--- config.mk ---
export PLATFORM = sky130hd
export DESIGN_NAME = hello_neighbor_controller_table_update_flat
export DESIGN_NICKNAME = d
export VERILOG_FILES = /design/src/hnctu_pkg.sv /design/src/hnctu_if.sv /design/src/hello_neighbor_controller_table_update.sv /design/src/hnctu_ram.sv /design/src/flat_wrapper.sv
export SDC_FILE = /design/constraint.sdc
export NUM_CORES = 2
export LEC_CHECK = 0
export ABC_AREA = 1
export BUFFER_PORTS_ARGS = -buffer_cell sky130_fd_sc_hd__buf_4
export CAP_MARGIN = 40
export CORE_ASPECT_RATIO = 1.25
export CORE_MARGIN = 5
export CORE_UTILIZATION = 62
export CTS_CLUSTER_DIAMETER = 200
export DETAILED_ROUTE_END_ITERATION = 10
export MAX_ROUTING_LAYER = met4
export PLACE_DENSITY = 0.76
export SYNTH_ARGS = -nofsm -noshare
export SYNTH_HDL_FRONTEND = slang
export SYNTH_SLANG_ARGS = --single-unit
--- constraint.sdc ---
create_clock -name clk -period 5.8 [get_ports clk]
set_clock_uncertainty 0.2 [all_clocks]
set_input_delay 0.29 -clock clk [delete_from_list [all_inputs] [get_ports clk]]
set_output_delay 0.29 -clock clk [all_outputs]
set_load 0.01 [all_outputs]
--- src/hnctu_pkg.sv ---
`default_nettype none
package hnctu_pkg;

    localparam int NBR_SLOTS  = 32;
    localparam int CTL_SLOTS  = 16;
    localparam int ID_BITS    = 16;
    localparam int MAC_BITS   = 48;
    localparam int EHOP_BITS  = 8;
    localparam int NHOP_BITS  = 2;
    localparam int SLOT_BITS  = 5;
    localparam int OUT_BITS   = 3;

    localparam int NB = (NBR_SLOTS > 1) ? $clog2(NBR_SLOTS) : 1;
    localparam int CB = (CTL_SLOTS > 1) ? $clog2(CTL_SLOTS) : 1;
    localparam int SB = (NB > CB) ? NB : CB;

    localparam logic [NHOP_BITS-1:0] ONE_HOP  = NHOP_BITS'(1);
    localparam logic [NHOP_BITS-1:0] TWO_HOPS = NHOP_BITS'(2);

    typedef enum logic [1:0] {
        ACT_HELLO  = 2'd0,
        ACT_CTL    = 2'd1,
        ACT_NBR    = 2'd2,
        ACT_UNUSED = 2'd3
    } action_t;

    typedef enum logic [OUT_BITS-1:0] {
        OUT_UNCHANGED = 3'd0,
        OUT_INSERTED  = 3'd1,
        OUT_UPDATED   = 3'd2,
        OUT_SELF      = 3'd3,
        OUT_FULL      = 3'd4
    } outcome_t;

    typedef enum logic [2:0] {
        S_IDLE,
        S_NSCAN,
        S_CSCAN,
        S_MACRD,
        S_NINS,
        S_EMIT
    } state_t;

    typedef struct packed {
        logic [MAC_BITS-1:0]  mac;
        logic [NHOP_BITS-1:0] hops;
        logic [ID_BITS-1:0]   id;
    } nbr_word_t;

    typedef struct packed {
        logic [NB-1:0]        via_slot;
        logic [EHOP_BITS-1:0] hops;
        logic [ID_BITS-1:0]   id;
    } ctl_word_t;

endpackage
`default_nettype wire

--- src/hnctu_if.sv ---
`default_nettype none
interface hnctu_in_if;
    logic        valid;
    logic        ready;
    logic [1:0]  action;
    logic [15:0] node_id;
    logic [7:0]  entry_hops;
    logic [47:0] sender_mac;
    logic        sender_is_controller;

    modport source (output valid, action, node_id, entry_hops, sender_mac,
                    sender_is_controller, input ready);
    modport sink (input valid, action, node_id, entry_hops, sender_mac,
                  sender_is_controller, output ready);
endinterface

interface hnctu_out_if;
    logic       valid;
    logic       ready;
    logic [2:0] neighbor_outcome;
    logic [2:0] controller_outcome;
    logic [4:0] slot;
    logic [7:0] hop_count;

    modport source (output valid, neighbor_outcome, controller_outcome, slot, hop_count,
                    input ready);
    modport sink (input valid, neighbor_outcome, controller_outcome, slot, hop_count,
                  output ready);
endinterface
`default_nettype wire

--- src/hello_neighbor_controller_table_update.sv ---
// A header scans the neighbor table, then the controller table for a controller sender;
// an entry scans one table, one entry per cycle, until a match or the last slot.
// One item is in work at a time; the next is accepted once the result is in the output
// register.
// Reset clears the valid and seen bits at once; table memories need no clearing pass.
`default_nettype none
module hello_neighbor_controller_table_update
    import hnctu_pkg::*;
(
    input  wire logic               clk,
    input  wire logic               rst_n,
    input  wire logic               cfg_wr_en,
    input  wire logic [ID_BITS-1:0] cfg_wr_data,
    hnctu_in_if.sink                in_ch,
    hnctu_out_if.source             out_ch
);

    state_t state_reg, state_next;
    logic [ID_BITS-1:0] own_id_reg;

    logic [NBR_SLOTS-1:0] nbr_valid_reg, nbr_valid_next;
    logic [NBR_SLOTS-1:0] nbr_seen_reg, nbr_seen_next;
    logic [CTL_SLOTS-1:0] ctl_valid_reg, ctl_valid_next;
    logic [NB-1:0] sender_slot_reg, sender_slot_next;
    logic sender_known_reg, sender_known_next;

    action_t act_reg, act_next;
    logic [ID_BITS-1:0] id_reg, id_next;
    logic [EHOP_BITS-1:0] ehops_reg, ehops_next;
    logic [MAC_BITS-1:0] mac_reg, mac_next;
    logic isctl_reg, isctl_next;

    logic [SB-1:0] scan_cnt_reg, scan_cnt_next;
    logic [SB-1:0] pidx_reg, pidx_next;
    logic pend_reg, pend_next;
    logic [NB-1:0] tgt_reg, tgt_next;

    outcome_t nout_reg, nout_next, cout_reg, cout_next;
    logic [SLOT_BITS-1:0] slot_reg, slot_next;
    logic [EHOP_BITS-1:0] hops_reg, hops_next;

    logic ov_reg, ov_next;
    outcome_t onout_reg, onout_next, ocout_reg, ocout_next;
    logic [SLOT_BITS-1:0] oslot_reg, oslot_next;
    logic [EHOP_BITS-1:0] ohops_reg, ohops_next;

    logic nbr_we, ctl_we;
    logic [NB-1:0] nbr_waddr, nbr_raddr;
    logic [CB-1:0] ctl_waddr, ctl_raddr;
    nbr_word_t nbr_wdata, nbr_rdata;
    ctl_word_t ctl_wdata, ctl_rdata;

    logic [NB-1:0] nbr_free;
    logic nbr_free_ok;
    logic [CB-1:0] ctl_free;
    logic ctl_free_ok;
    logic [EHOP_BITS-1:0] new_hops;
    logic nbr_match, ctl_match, nbr_last, ctl_last;

    hnctu_ram #(.WIDTH($bits(nbr_word_t)), .DEPTH(NBR_SLOTS), .ADDR_BITS(NB)) u_nbr_ram (
        .clk   (clk),
        .we    (nbr_we),
        .waddr (nbr_waddr),
        .wdata (nbr_wdata),
        .raddr (nbr_raddr),
        .rdata (nbr_rdata)
    );

    hnctu_ram #(.WIDTH($bits(ctl_word_t)), .DEPTH(CTL_SLOTS), .ADDR_BITS(CB)) u_ctl_ram (
        .clk   (clk),
        .we    (ctl_we),
        .waddr (ctl_waddr),
        .wdata (ctl_wdata),
        .raddr (ctl_raddr),
        .rdata (ctl_rdata)
    );

    always_comb
    begin
        nbr_free    = '0;
        nbr_free_ok = 1'b0;
        for (int i = NBR_SLOTS - 1; i >= 0; i--)
        begin
            if (!nbr_valid_reg[i])
            begin
                nbr_free    = NB'(i);
                nbr_free_ok = 1'b1;
            end
        end
        ctl_free    = '0;
        ctl_free_ok = 1'b0;
        for (int j = CTL_SLOTS - 1; j >= 0; j--)
        begin
            if (!ctl_valid_reg[j])
            begin
                ctl_free    = CB'(j);
                ctl_free_ok = 1'b1;
            end
        end
    end

    assign new_hops  = (ehops_reg == '1) ? '1 : ehops_reg + EHOP_BITS'(1);
    assign nbr_match = nbr_valid_reg[pidx_reg[NB-1:0]] && (nbr_rdata.id == id_reg);
    assign ctl_match = ctl_valid_reg[pidx_reg[CB-1:0]] && (ctl_rdata.id == id_reg);
    assign nbr_last  = (pidx_reg == SB'(NBR_SLOTS - 1));
    assign ctl_last  = (pidx_reg == SB'(CTL_SLOTS - 1));
    assign nbr_raddr = (state_reg == S_MACRD) ? sender_slot_reg : scan_cnt_reg[NB-1:0];
    assign ctl_raddr = scan_cnt_reg[CB-1:0];

    assign in_ch.ready               = (state_reg == S_IDLE);
    assign out_ch.valid              = ov_reg;
    assign out_ch.neighbor_outcome   = onout_reg;
    assign out_ch.controller_outcome = ocout_reg;
    assign out_ch.slot               = oslot_reg;
    assign out_ch.hop_count          = ohops_reg;

    always_comb
    begin
        state_next        = state_reg;
        nbr_valid_next    = nbr_valid_reg;
        nbr_seen_next     = nbr_seen_reg;
        ctl_valid_next    = ctl_valid_reg;
        sender_slot_next  = sender_slot_reg;
        sender_known_next = sender_known_reg;
        act_next          = act_reg;
        id_next           = id_reg;
        ehops_next        = ehops_reg;
        mac_next          = mac_reg;
        isctl_next        = isctl_reg;
        scan_cnt_next     = scan_cnt_reg;
        pidx_next         = pidx_reg;
        pend_next         = pend_reg;
        tgt_next          = tgt_reg;
        nout_next         = nout_reg;
        cout_next         = cout_reg;
        slot_next         = slot_reg;
        hops_next         = hops_reg;
        ov_next           = ov_reg;
        onout_next        = onout_reg;
        ocout_next        = ocout_reg;
        oslot_next        = oslot_reg;
        ohops_next        = ohops_reg;
        nbr_we            = 1'b0;
        nbr_waddr         = '0;
        nbr_wdata         = '0;
        ctl_we            = 1'b0;
        ctl_waddr         = '0;
        ctl_wdata         = '0;

        if (ov_reg && out_ch.ready)
        begin
            ov_next = 1'b0;
        end

        unique case (state_reg)
            S_IDLE:
            begin
                if (in_ch.valid)
                begin
                    act_next      = action_t'(in_ch.action);
                    id_next       = in_ch.node_id;
                    ehops_next    = in_ch.entry_hops;
                    mac_next      = in_ch.sender_mac;
                    isctl_next    = in_ch.sender_is_controller;
                    nout_next     = OUT_UNCHANGED;
                    cout_next     = OUT_UNCHANGED;
                    slot_next     = '0;
                    hops_next     = '0;
                    scan_cnt_next = '0;
                    pend_next     = 1'b0;
                    priority if (action_t'(in_ch.action) == ACT_HELLO)
                    begin
                        state_next = S_NSCAN;
                    end
                    else if (action_t'(in_ch.action) == ACT_UNUSED || !sender_known_reg)
                    begin
                        state_next = S_EMIT;
                    end
                    else if (in_ch.node_id == own_id_reg)
                    begin
                        if (action_t'(in_ch.action) == ACT_CTL)
                        begin
                            cout_next = OUT_SELF;
                        end
                        else
                        begin
                            nout_next = OUT_SELF;
                        end
                        state_next = S_EMIT;
                    end
                    else if (action_t'(in_ch.action) == ACT_CTL)
                    begin
                        state_next = S_CSCAN;
                    end
                    else
                    begin
                        state_next = S_NSCAN;
                    end
                end
            end

            S_NSCAN:
            begin
                scan_cnt_next = scan_cnt_reg + SB'(1);
                pidx_next     = scan_cnt_reg;
                pend_next     = 1'b1;
                if (pend_reg && (nbr_match || nbr_last))
                begin
                    pend_next     = 1'b0;
                    scan_cnt_next = '0;
                    if (act_reg == ACT_HELLO)
                    begin
                        state_next = isctl_reg ? S_CSCAN : S_EMIT;
                        priority if (nbr_match)
                        begin
                            if (nbr_rdata.hops == TWO_HOPS)
                            begin
                                nbr_we    = 1'b1;
                                nbr_waddr = pidx_reg[NB-1:0];
                                nbr_wdata = '{mac: mac_reg, hops: ONE_HOP, id: id_reg};
                                nout_next = OUT_UPDATED;
                                hops_next = EHOP_BITS'(ONE_HOP);
                            end
                            else
                            begin
                                hops_next = EHOP_BITS'(nbr_rdata.hops);
                            end
                            nbr_seen_next[pidx_reg[NB-1:0]] = 1'b1;
                            sender_slot_next  = pidx_reg[NB-1:0];
                            sender_known_next = 1'b1;
                            slot_next         = SLOT_BITS'(pidx_reg[NB-1:0]);
                        end
                        else if (nbr_free_ok)
                        begin
                            nbr_we    = 1'b1;
                            nbr_waddr = nbr_free;
                            nbr_wdata = '{mac: mac_reg, hops: ONE_HOP, id: id_reg};
                            nbr_valid_next[nbr_free] = 1'b1;
                            nbr_seen_next[nbr_free]  = 1'b1;
                            sender_slot_next  = nbr_free;
                            sender_known_next = 1'b1;
                            nout_next = OUT_INSERTED;
                            slot_next = SLOT_BITS'(nbr_free);
                            hops_next = EHOP_BITS'(ONE_HOP);
                        end
                        else
                        begin
                            nout_next         = OUT_FULL;
                            sender_known_next = 1'b0;
                            state_next        = S_EMIT;
                        end
                    end
                    else
                    begin
                        priority if (nbr_match)
                        begin
                            slot_next  = SLOT_BITS'(pidx_reg[NB-1:0]);
                            hops_next  = EHOP_BITS'(nbr_rdata.hops);
                            state_next = S_EMIT;
                        end
                        else if (nbr_free_ok)
                        begin
                            tgt_next   = nbr_free;
                            state_next = S_MACRD;
                        end
                        else
                        begin
                            nout_next  = OUT_FULL;
                            state_next = S_EMIT;
                        end
                    end
                end
            end

            S_MACRD:
            begin
                state_next = S_NINS;
            end

            S_NINS:
            begin
                nbr_we    = 1'b1;
                nbr_waddr = tgt_reg;
                nbr_wdata = '{mac: nbr_rdata.mac, hops: TWO_HOPS, id: id_reg};
                nbr_valid_next[tgt_reg] = 1'b1;
                nbr_seen_next[tgt_reg]  = 1'b0;
                nout_next  = OUT_INSERTED;
                slot_next  = SLOT_BITS'(tgt_reg);
                hops_next  = EHOP_BITS'(TWO_HOPS);
                state_next = S_EMIT;
            end

            S_CSCAN:
            begin
                scan_cnt_next = scan_cnt_reg + SB'(1);
                pidx_next     = scan_cnt_reg;
                pend_next     = 1'b1;
                if (pend_reg && (ctl_match || ctl_last))
                begin
                    pend_next     = 1'b0;
                    scan_cnt_next = '0;
                    state_next    = S_EMIT;
                    ctl_waddr     = ctl_match ? pidx_reg[CB-1:0] : ctl_free;
                    ctl_wdata     = '{via_slot: sender_slot_reg,
                                      hops: (act_reg == ACT_HELLO) ? EHOP_BITS'(1) : new_hops,
                                      id: id_reg};
                    if (act_reg == ACT_HELLO)
                    begin
                        priority if (ctl_match)
                        begin
                            if (ctl_rdata.hops != EHOP_BITS'(1)
                                || ctl_rdata.via_slot != sender_slot_reg)
                            begin
                                ctl_we    = 1'b1;
                                cout_next = OUT_UPDATED;
                            end
                        end
                        else if (ctl_free_ok)
                        begin
                            ctl_we    = 1'b1;
                            ctl_valid_next[ctl_free] = 1'b1;
                            cout_next = OUT_INSERTED;
                        end
                        else
                        begin
                            cout_next = OUT_FULL;
                        end
                    end
                    else
                    begin
                        priority if (ctl_match)
                        begin
                            slot_next = SLOT_BITS'(pidx_reg[CB-1:0]);
                            if (new_hops < ctl_rdata.hops)
                            begin
                                ctl_we    = 1'b1;
                                cout_next = OUT_UPDATED;
                                hops_next = new_hops;
                            end
                            else
                            begin
                                hops_next = ctl_rdata.hops;
                            end
                        end
                        else if (ctl_free_ok)
                        begin
                            ctl_we    = 1'b1;
                            ctl_valid_next[ctl_free] = 1'b1;
                            cout_next = OUT_INSERTED;
                            slot_next = SLOT_BITS'(ctl_free);
                            hops_next = new_hops;
                        end
                        else
                        begin
                            cout_next = OUT_FULL;
                        end
                    end
                end
            end

            S_EMIT:
            begin
                if (!ov_reg || out_ch.ready)
                begin
                    ov_next    = 1'b1;
                    onout_next = nout_reg;
                    ocout_next = cout_reg;
                    oslot_next = slot_reg;
                    ohops_next = hops_reg;
                    state_next = S_IDLE;
                end
            end

            default:
            begin
                state_next = S_IDLE;
            end
        endcase
    end

    always_ff @(posedge clk or negedge rst_n)
    begin
        if (!rst_n)
        begin
            state_reg        <= S_IDLE;
            own_id_reg       <= '0;
            nbr_valid_reg    <= '0;
            nbr_seen_reg     <= '0;
            ctl_valid_reg    <= '0;
            sender_slot_reg  <= '0;
            sender_known_reg <= 1'b0;
            scan_cnt_reg     <= '0;
            pend_reg         <= 1'b0;
            ov_reg           <= 1'b0;
        end
        else
        begin
            state_reg        <= state_next;
            if (cfg_wr_en)
            begin
                own_id_reg <= cfg_wr_data;
            end
            nbr_valid_reg    <= nbr_valid_next;
            nbr_seen_reg     <= nbr_seen_next;
            ctl_valid_reg    <= ctl_valid_next;
            sender_slot_reg  <= sender_slot_next;
            sender_known_reg <= sender_known_next;
            scan_cnt_reg     <= scan_cnt_next;
            pend_reg         <= pend_next;
            ov_reg           <= ov_next;
        end
    end

    always_ff @(posedge clk)
    begin
        act_reg   <= act_next;
        id_reg    <= id_next;
        ehops_reg <= ehops_next;
        mac_reg   <= mac_next;
        isctl_reg <= isctl_next;
        pidx_reg  <= pidx_next;
        tgt_reg   <= tgt_next;
        nout_reg  <= nout_next;
        cout_reg  <= cout_next;
        slot_reg  <= slot_next;
        hops_reg  <= hops_next;
        onout_reg <= onout_next;
        ocout_reg <= ocout_next;
        oslot_reg <= oslot_next;
        ohops_reg <= ohops_next;
    end

    a_sender_valid: assert property (@(posedge clk) disable iff (!rst_n)
        sender_known_reg |-> nbr_valid_reg[sender_slot_reg])
        else $error("Known sender slot is not a valid neighbor entry.");

    a_nbr_write_valid: assert property (@(posedge clk) disable iff (!rst_n)
        nbr_we |=> nbr_valid_reg[$past(nbr_waddr)])
        else $error("Written neighbor slot did not become valid.");

    a_ctl_write_valid: assert property (@(posedge clk) disable iff (!rst_n)
        ctl_we |=> ctl_valid_reg[$past(ctl_waddr)])
        else $error("Written controller slot did not become valid.");

    a_result_from_emit: assert property (@(posedge clk) disable iff (!rst_n)
        $rose(ov_reg) |-> $past(state_reg == S_EMIT))
        else $error("Result transfer started outside the emit step.");

endmodule
`default_nettype wire

--- src/hnctu_ram.sv ---
`default_nettype none
module hnctu_ram #(
    parameter int WIDTH     = 8,
    parameter int DEPTH     = 32,
    parameter int ADDR_BITS = 5
) (
    input  wire logic                 clk,
    input  wire logic                 we,
    input  wire logic [ADDR_BITS-1:0] waddr,
    input  wire logic [WIDTH-1:0]     wdata,
    input  wire logic [ADDR_BITS-1:0] raddr,
    output logic      [WIDTH-1:0]     rdata
);

    logic [WIDTH-1:0] mem [DEPTH];

    always_ff @(posedge clk)
    begin
        if (we)
        begin
            mem[waddr] <= wdata;
        end
    end

    always_ff @(posedge clk)
    begin
        rdata <= mem[raddr];
    end

endmodule
`default_nettype wire
--- src/flat_wrapper.sv ---
// flat-port wrapper written by rule: the top's interface ports become plain ports
module hello_neighbor_controller_table_update_flat import hnctu_pkg::*;
  (clk, rst_n, cfg_wr_en, cfg_wr_data, in_ch_valid, in_ch_action, in_ch_node_id, in_ch_entry_hops, in_ch_sender_mac, in_ch_sender_is_controller, in_ch_ready, out_ch_valid, out_ch_neighbor_outcome, out_ch_controller_outcome, out_ch_slot, out_ch_hop_count, out_ch_ready);
  hnctu_in_if in_ch_i ();
  hnctu_out_if out_ch_i ();
  input  wire logic clk;
  input  wire logic rst_n;
  input  wire logic cfg_wr_en;
  input  wire logic [ID_BITS-1:0] cfg_wr_data;
  input wire logic [$bits(in_ch_i.valid)-1:0] in_ch_valid;
  input wire logic [$bits(in_ch_i.action)-1:0] in_ch_action;
  input wire logic [$bits(in_ch_i.node_id)-1:0] in_ch_node_id;
  input wire logic [$bits(in_ch_i.entry_hops)-1:0] in_ch_entry_hops;
  input wire logic [$bits(in_ch_i.sender_mac)-1:0] in_ch_sender_mac;
  input wire logic [$bits(in_ch_i.sender_is_controller)-1:0] in_ch_sender_is_controller;
  output wire logic [$bits(in_ch_i.ready)-1:0] in_ch_ready;
  output wire logic [$bits(out_ch_i.valid)-1:0] out_ch_valid;
  output wire logic [$bits(out_ch_i.neighbor_outcome)-1:0] out_ch_neighbor_outcome;
  output wire logic [$bits(out_ch_i.controller_outcome)-1:0] out_ch_controller_outcome;
  output wire logic [$bits(out_ch_i.slot)-1:0] out_ch_slot;
  output wire logic [$bits(out_ch_i.hop_count)-1:0] out_ch_hop_count;
  input wire logic [$bits(out_ch_i.ready)-1:0] out_ch_ready;
  assign in_ch_i.valid = in_ch_valid;
  assign in_ch_i.action = in_ch_action;
  assign in_ch_i.node_id = in_ch_node_id;
  assign in_ch_i.entry_hops = in_ch_entry_hops;
  assign in_ch_i.sender_mac = in_ch_sender_mac;
  assign in_ch_i.sender_is_controller = in_ch_sender_is_controller;
  assign in_ch_ready = in_ch_i.ready;
  assign out_ch_valid = out_ch_i.valid;
  assign out_ch_neighbor_outcome = out_ch_i.neighbor_outcome;
  assign out_ch_controller_outcome = out_ch_i.controller_outcome;
  assign out_ch_slot = out_ch_i.slot;
  assign out_ch_hop_count = out_ch_i.hop_count;
  assign out_ch_i.ready = out_ch_ready;
  hello_neighbor_controller_table_update u_core (.clk(clk), .rst_n(rst_n), .cfg_wr_en(cfg_wr_en), .cfg_wr_data(cfg_wr_data), .in_ch(in_ch_i), .out_ch(out_ch_i));
endmodule
After elaboration in Yosys (flattened, before gate mapping)
Memories as Yosys holds them, arrays and structs flattened. A register that Yosys moved wholly into a read port is not among the register bits.
Cells that the tools add are included.
- bits in registers: 203
- memory bits (writable): 2576
- bits of input ports: 96
- output and inout bits: 21
- logic and storage cells: 337
- memories: 2
- memory list (name ; words ; width ; rd ports ; clocked after Yosys merged registers in ; write ports ; line ; source):
    u_core.u_nbr_ram.mem ; 32 ; 66 ; 1 ; 1 ; 1 ; hnctu_ram.sv:15 ; logic [WIDTH-1:0] mem [DEPTH];
    u_core.u_ctl_ram.mem ; 16 ; 29 ; 1 ; 1 ; 1 ; hnctu_ram.sv:15 ;
- add/sub/neg operators: 2
- $lt $le $gt $ge: 9
- equality and inequality tests: 32
- mux-type cells: 225
- bitwise operators: 6
- reduce and logical (&&, ||, !) cells: 37
- operators by type and width (kind ; count):
    66-bit 2-to-1 mux ; 5
    5-bit 2-to-1 mux ; 50
    66-bit one-hot mux with 2 select lines ; 1
    32-bit 2-to-1 mux ; 4
    3-bit 2-to-1 mux ; 35
    8-bit 2-to-1 mux ; 13
    1-bit 2-to-1 mux ; 77
    4-bit 2-to-1 mux ; 19
    32-bit OR ; 2
    32-bit one-hot mux with 2 select lines ; 1
    29-bit 2-to-1 mux ; 2
    16-bit equality test ; 3
    8-bit one-hot mux with 4 select lines ; 1
    5-bit one-hot mux with 4 select lines ; 1
    5-bit by 6-bit < comparator with 1-bit output (second input constant) ; 3
    3-bit one-hot mux with 6 select lines ; 1
    16-bit OR ; 1
    5-bit one-hot mux with 3 select lines ; 1
    5-bit AND reduction ; 3
    4-bit AND reduction ; 3
    1-bit demux with 5-bit select ; 2
    5-bit by 1-bit greater-or-equal comparator with 1-bit output (second input constant) ; 2
    4-bit by 5-bit < comparator with 1-bit output (second input constant) ; 2
    2-bit by 1-bit != test with 1-bit output (second input constant) ; 5
    other kinds (41) ; 74

Longest topological paths before layout
- depth in word-level cells: 42
- depth in mapped cells: 37
- mapped depth without buffers: 37

Modules after synthesis
A second synthesis with hierarchy kept.
- cells, all modules: 10156
- area, all modules: 117515.2 um^2
- by module, submodules not included (module ; times used ; cells an instance ; area each (um^2) ; seq. area each (um^2)):
    hnctu_ram at u_core.u_nbr_ram ; 1 ; 6972 ; 85811.0 ; 64742.1
    hnctu_ram at u_core.u_ctl_ram ; 1 ; 1924 ; 20602.3 ; 14513.9
    hello_neighbor_controller_table_update ; 1 ; 1260 ; 11101.9 ; 5695.5

Least setup slack after synthesis
Ideal clock, no wire load.
- path type: flip-flop to flip-flop
- start point: reg u_core.ehops_reg[0]
- end point: mem u_core.u_ctl_ram.mem[12][0] (netlist bit), enable pin
- library setup time: 0.415 ns
- data arrival time: 3.768 ns
- required time: 5.185 ns
- path slack: 1.417 ns
- stages on the path, launching flop included: 21
- buffers on the path: 0
- period minus slack after synthesis: 4.383 ns
- cell sequence: edfxtp_1 -> ha_1 -> nand2_1 -> nor2_1 -> inv_1 -> nor2_1 -> inv_1 -> nor2_1 -> nor3_1 -> inv_1 -> ha_1 -> a21oi_1 -> nor2_1 -> a2111oi_0 -> or2_2 -> inv_2 -> nand2_1 -> nand2_1 -> nor2_1 -> nand2_1 -> nor2_1
- word-level cells in the longest chain between the ends: 10
- elaborated cells between the ends (all ways): 11
- classes of those cells: add/sub (1); order compare (1); eq/ne (1); mux (8)
- RTL lines (what ; line ; source):
    from (decl) ; hello_neighbor_controller_table_update.sv:29 ; logic [EHOP_BITS-1:0] ehops_reg, ehops_next;
    from (signal assigned) ; hello_neighbor_controller_table_update.sv:418 ; ehops_reg <= ehops_next;
    8-bit by 1-bit adder with 8-bit output or 8-bit equality test (tied branches) ; hello_neighbor_controller_table_update.sv:102 ; assign new_hops = (ehops_reg == '1) ? '1 : ehops_reg + EHOP_BITS'(1);
    8-bit 2-to-1 mux * ; hello_neighbor_controller_table_update.sv:102 ;
    8-bit < comparator * ; hello_neighbor_controller_table_update.sv:334 ; if (new_hops < ctl_rdata.hops)
    1-bit 2-to-1 mux * ; hello_neighbor_controller_table_update.sv:334 ;
    1-bit 2-to-1 mux * ; hello_neighbor_controller_table_update.sv:331 ; priority if (ctl_match)
    1-bit 2-to-1 mux * ; hello_neighbor_controller_table_update.sv:307 ; if (act_reg == ACT_HELLO)
    1-bit 2-to-1 mux * ; hello_neighbor_controller_table_update.sv:298 ; if (pend_reg && (ctl_match || ctl_last))
    1-bit 2-to-1 mux * ; hello_neighbor_controller_table_update.sv:155 ; unique case (state_reg)
    1-bit 2-to-1 mux * ; hnctu_ram.sv:19 ; if (we)
    1-bit 2-to-1 mux (not written as such) * ; hnctu_ram.sv:21 ; mem[waddr] <= wdata;
    to (decl) ; hnctu_ram.sv:15 ;
Every way passes the cells marked *; elsewhere a longest branch is shown, timed or not.

Worst setup path in the final report
- start point: reg u_core.id_reg[5]
- end point: mem u_core.u_ctl_ram.mem[13][6] (netlist bit), enable pin
- word-level cells in the longest chain between the ends: 8
- elaborated cells between the ends (all ways): 14
- classes of those cells: eq/ne (1); mux (10); reduce/logical (3)
- RTL lines (what ; line ; source):
    from (decl) ; hello_neighbor_controller_table_update.sv:28 ; logic [ID_BITS-1:0] id_reg, id_next;
    from (signal assigned) ; hello_neighbor_controller_table_update.sv:417 ; id_reg <= id_next;
    16-bit equality test * ; hello_neighbor_controller_table_update.sv:104 ; assign ctl_match = ctl_valid_reg[pidx_reg[CB-1:0]] && (ctl_rdata.id == id_reg);
    1-bit logical AND * ; hello_neighbor_controller_table_update.sv:104 ;
    1-bit 2-to-1 mux (tied with other cells) ; hello_neighbor_controller_table_update.sv:331 ;
    1-bit 2-to-1 mux or 1-bit logical AND (tied branches) ; hello_neighbor_controller_table_update.sv:307, hello_neighbor_controller_table_update.sv:298 ;
    1-bit 2-to-1 mux ; hello_neighbor_controller_table_update.sv:298 ;
    1-bit 2-to-1 mux ; hello_neighbor_controller_table_update.sv:155 ;
    1-bit 2-to-1 mux ; hnctu_ram.sv:19 ;
    1-bit 2-to-1 mux (not written as such) ; hnctu_ram.sv:21 ;
Marks and branches as above.

==> metrics.md <==
| Metric | Value |
|---|---|
| Worst slew pin tran | 1.02 ns |
| Row count | 116 |
| Clock Power Share | 29.1% |
| Hold Crit Class | in -> reg |
| Root buf cell | clkbuf_16 |
| First-pass GRT wire length | 192,000 um |
| Largest net degree at the start of global routing | 164 |
| Syn nets | 4,093 |
| DR vias | 33,785 |
| P per Cell Area | 450 nW/um2 |
| Fin crit period | 4.70 ns |
| Layout cells sized above 1 | 11.8% |
| Final period util | 81.0% |
| Nets | 4,244 |
| Initial antenna violation count | 2 |
| Peak Freq | 0.213 GHz |
| Max reg flops | 576 |
| Seq cells post-synth | 1,242 |
| Final std cells w/o fill | 5,295 |
| First-pass DRT Iterations | 8 |
| Synth Area per Inst | 12.6 um2 |
| CTS tree | yes |
| Final number of setup-violating endpoints | 0 |
| Core ar. | 80,300 um2 |
| Most common cell after layout, fill and taps aside | edfxtp_1 |
| Switching Share | 34.2% |
| Initial core utilization | 62.5% |
| Internal Pwr Total | 16.9 mW |
| Post-synth EDFFs | 1,115 |
| Post-route DRC violation count | 0 |
| Most frequent cells in the layout | edfxtp_1 (1,115), nor2_1 (668), o21ai_0 (490) |
| Register area share after synthesis | 72.6% |
| Syn Inst Count | 3,988 |
| Fin. max-slew vios | 0 |
| IO Port Bufs | 68 |
| Die width | 264 um |
| Status | complete, no violations |
| # hold bufs at CTS | 70 |
| DR WL/cell | 24.1 um |
| Placed insts | 5,017 |
| Final Hold Viols | 0 |
| Insertion delay of the later-clocked pin in the worst-skew pair | 0.70 ns |
| Die area | 86,800 um2 |
| Final-layout fill cell count | 5,078 |
| Final antenna-violating net count | 0 |
| Worst-case clock buffer depth | 3 |
| Post-CTS setup buffers | 0 |
| Grt ovf | 0 |
| Initial DRC count | 4,460 |
| Rel. slew slack | 31.6% |
| Vias in the first global route | 32,530 |
| CTS H-tree depth | 3 |
| Routed vias/inst | 6.38 |
| Cell Area, Synth | 50,200 um2 |
| Unrepaired setup endpoints after global routing | no |
| Netlist cell types | 59 |
| Final core occ | 71.1% |
| Final Routed Wirelength | 128,000 um |
| HPWL after DPL | 73,700 um |
| CP Launch Type | flop |
| Leakage power | 19.4 nW |
| Total CTS buffers | 111 |
| TNS Setup | 0 ns |
| Reg clk slew, reported paths | 0.06 ns |
| GR Util All Layers | 29.5% |
| Final GP Congestion | 0.974 |
| Worst-path maximum fanout | 29 |
| Top FF cell, synth | edfxtp_1 |
| Reg power frac | 42.4% |
| Area of the multi-input gates | 12,500 um2 |
| CP Capture Type | flop |
| Die height | 328 um |
| CP arrival | 4.82 ns |
| Worst VDD drop | 0.000434 V |
| Area Growth Syn to Fin | 13.7% |
| Critical path class | reg -> reg |
| Post_cts resized | 0 |
| # IOs | 117 |
| Sink Count | 1,242 |
| Worst path required time | 5.92 ns |
| Ys async rst share | 6.44% |
| Reg area | 36,400 um2 |
| Combinational Power Share | 28.5% |
| Synth warn | 0 |
| Maxcap violations | 0 |
| Net Sw Power | 8.79 mW |
[final timing paths]
| path | start | slack, ns | depth (start not counted) | to |
|---|---|---|---|---|
| setup / recovery | u_core.id_reg[5] | 1.10 | 14 | u_core.u_ctl_ram.mem[13][6] |
| hold / removal | in_ch_entry_hops[6] | 0.14 | 2 | u_core.ehops_reg[6] |
| setup reg to reg | u_core.id_reg[5] | 1.10 | 14 | u_core.u_ctl_ram.mem[13][6] |
| hold reg to reg | u_core.hops_reg[3] | 0.22 | 0 | u_core.out_ch.hop_count[3] |
| max in group asynchronous | rst_n | 4.29 | 4 | u_core.scan_cnt_reg[1] |
| min in group asynchronous | rst_n | 0.47 | 4 | u_core.sender_known_reg |
[Yosys cell counts, drive strengths merged (2+ instances only)]
library cell     n  share of area, %
mux2i           40              0.80
a21oi           50              0.52
nand4           16              0.20
or2             17              0.21
nor3            26              0.27
nand2          339               2.6
a211oi           6             0.090
o32ai           76               1.3
a31oi           38              0.47
o211a            5              0.10
nand3          108               1.1
xor2             7              0.12
dfrtp           80               4.0
o221ai         150               2.6
a2111oi          2             0.035
o211ai          51              0.76
edfxtp        1115                67
a311oi           5             0.087
clkbuf         199               1.5
nor2           740               5.6
xnor2           28              0.49
o311ai           2             0.035
inv            189               1.4
o2111ai          4             0.070
o22ai           53              0.66
ha               9              0.22
nor4            11              0.14
a22o             3             0.052
dfxtp           47               1.9
o21bai           4             0.060
mux2            11              0.25
o21ai          513               5.1
clkinv           7             0.055
a21o             4             0.060
buf             26              0.26
[metrics by stage]
stage	hold WS, ns	cell area, um2	setup WS (ns)	total power [mW]
2_1_floorplan	-0.206	50200	1.42	15.7
3_3_place_gp	0.108	52400	1.11	17.9
3_5_place_dp	0.120	52600	1.27	18.1
4_1_cts	0.100	57100	1.23	25.6
5_1_grt	0.116	57100	0.807	26.8
6_report	0.140	57100	1.10	25.7
[power by group through the flow]
| stage | logic [mW] | clock network, mW | registers, mW |
|---|---|---|---|
| after floorplan | 4.80 | 0 | 10.9 |
| after global placement | 6.83 | 0 | 11.1 |
| after detailed placement | 7.07 | 0 | 11.1 |
| after CTS | 7.20 | 7.52 | 10.9 |
| after global routing | 7.94 | 7.94 | 10.9 |
| final | 7.31 | 7.48 | 10.9 |
[routing by layer]
metal / up-vias / share of wire [%] / global-route usage [%]
met2: 1979 / 49 / 46.9
met1: 16429 / 37 / 38.5
met5: - / 0 / -
met4: 0 / 5.0 / 12.9
li1: 15015 / - / -
met3: 362 / 9.3 / 4.33
[worst max-delay path, stage by stage, from the launching register on]
cell and delay [ns]:
edfxtp_1 0.36, inv_1 0.26, or2_2 0.17, nand4_1 0.10
a2111oi_0 0.44, buf_4 0.21, nand3_1 0.27, nor2_1 0.19
nand2_1 0.20, nor2_1 0.14, inv_1 0.09, o22ai_1 0.46
nand3_1 0.49, nor2_4 0.21, buf_4 0.49
[final cells by class]
type	instances	area share, %
flip-flops and latches	1242	63.8
multi-input cells	2325	21.8
clock buffers	143	5.25
repair buffers	263	4.16
well taps	1062	2.33
inverters	196	1.33
clock inverters	62	1.25
diodes	2	0.00877
[cells by family (layout without fill, tap and decap cells)]
family          Yosys count  after routing  share of synthesized area [%]
simple gates           1259           1259                           10.2
fa+ha+maj                 9              9                          0.224
compound gates          971            971                           12.2
buf+inv                 421            664                           3.22
mux                      51             51                           1.04
other cells               0              2                              0
flops                  1242           1242                           72.6
xor+xnor                 35             35                          0.611
Power figures use the tool's default switching activity.
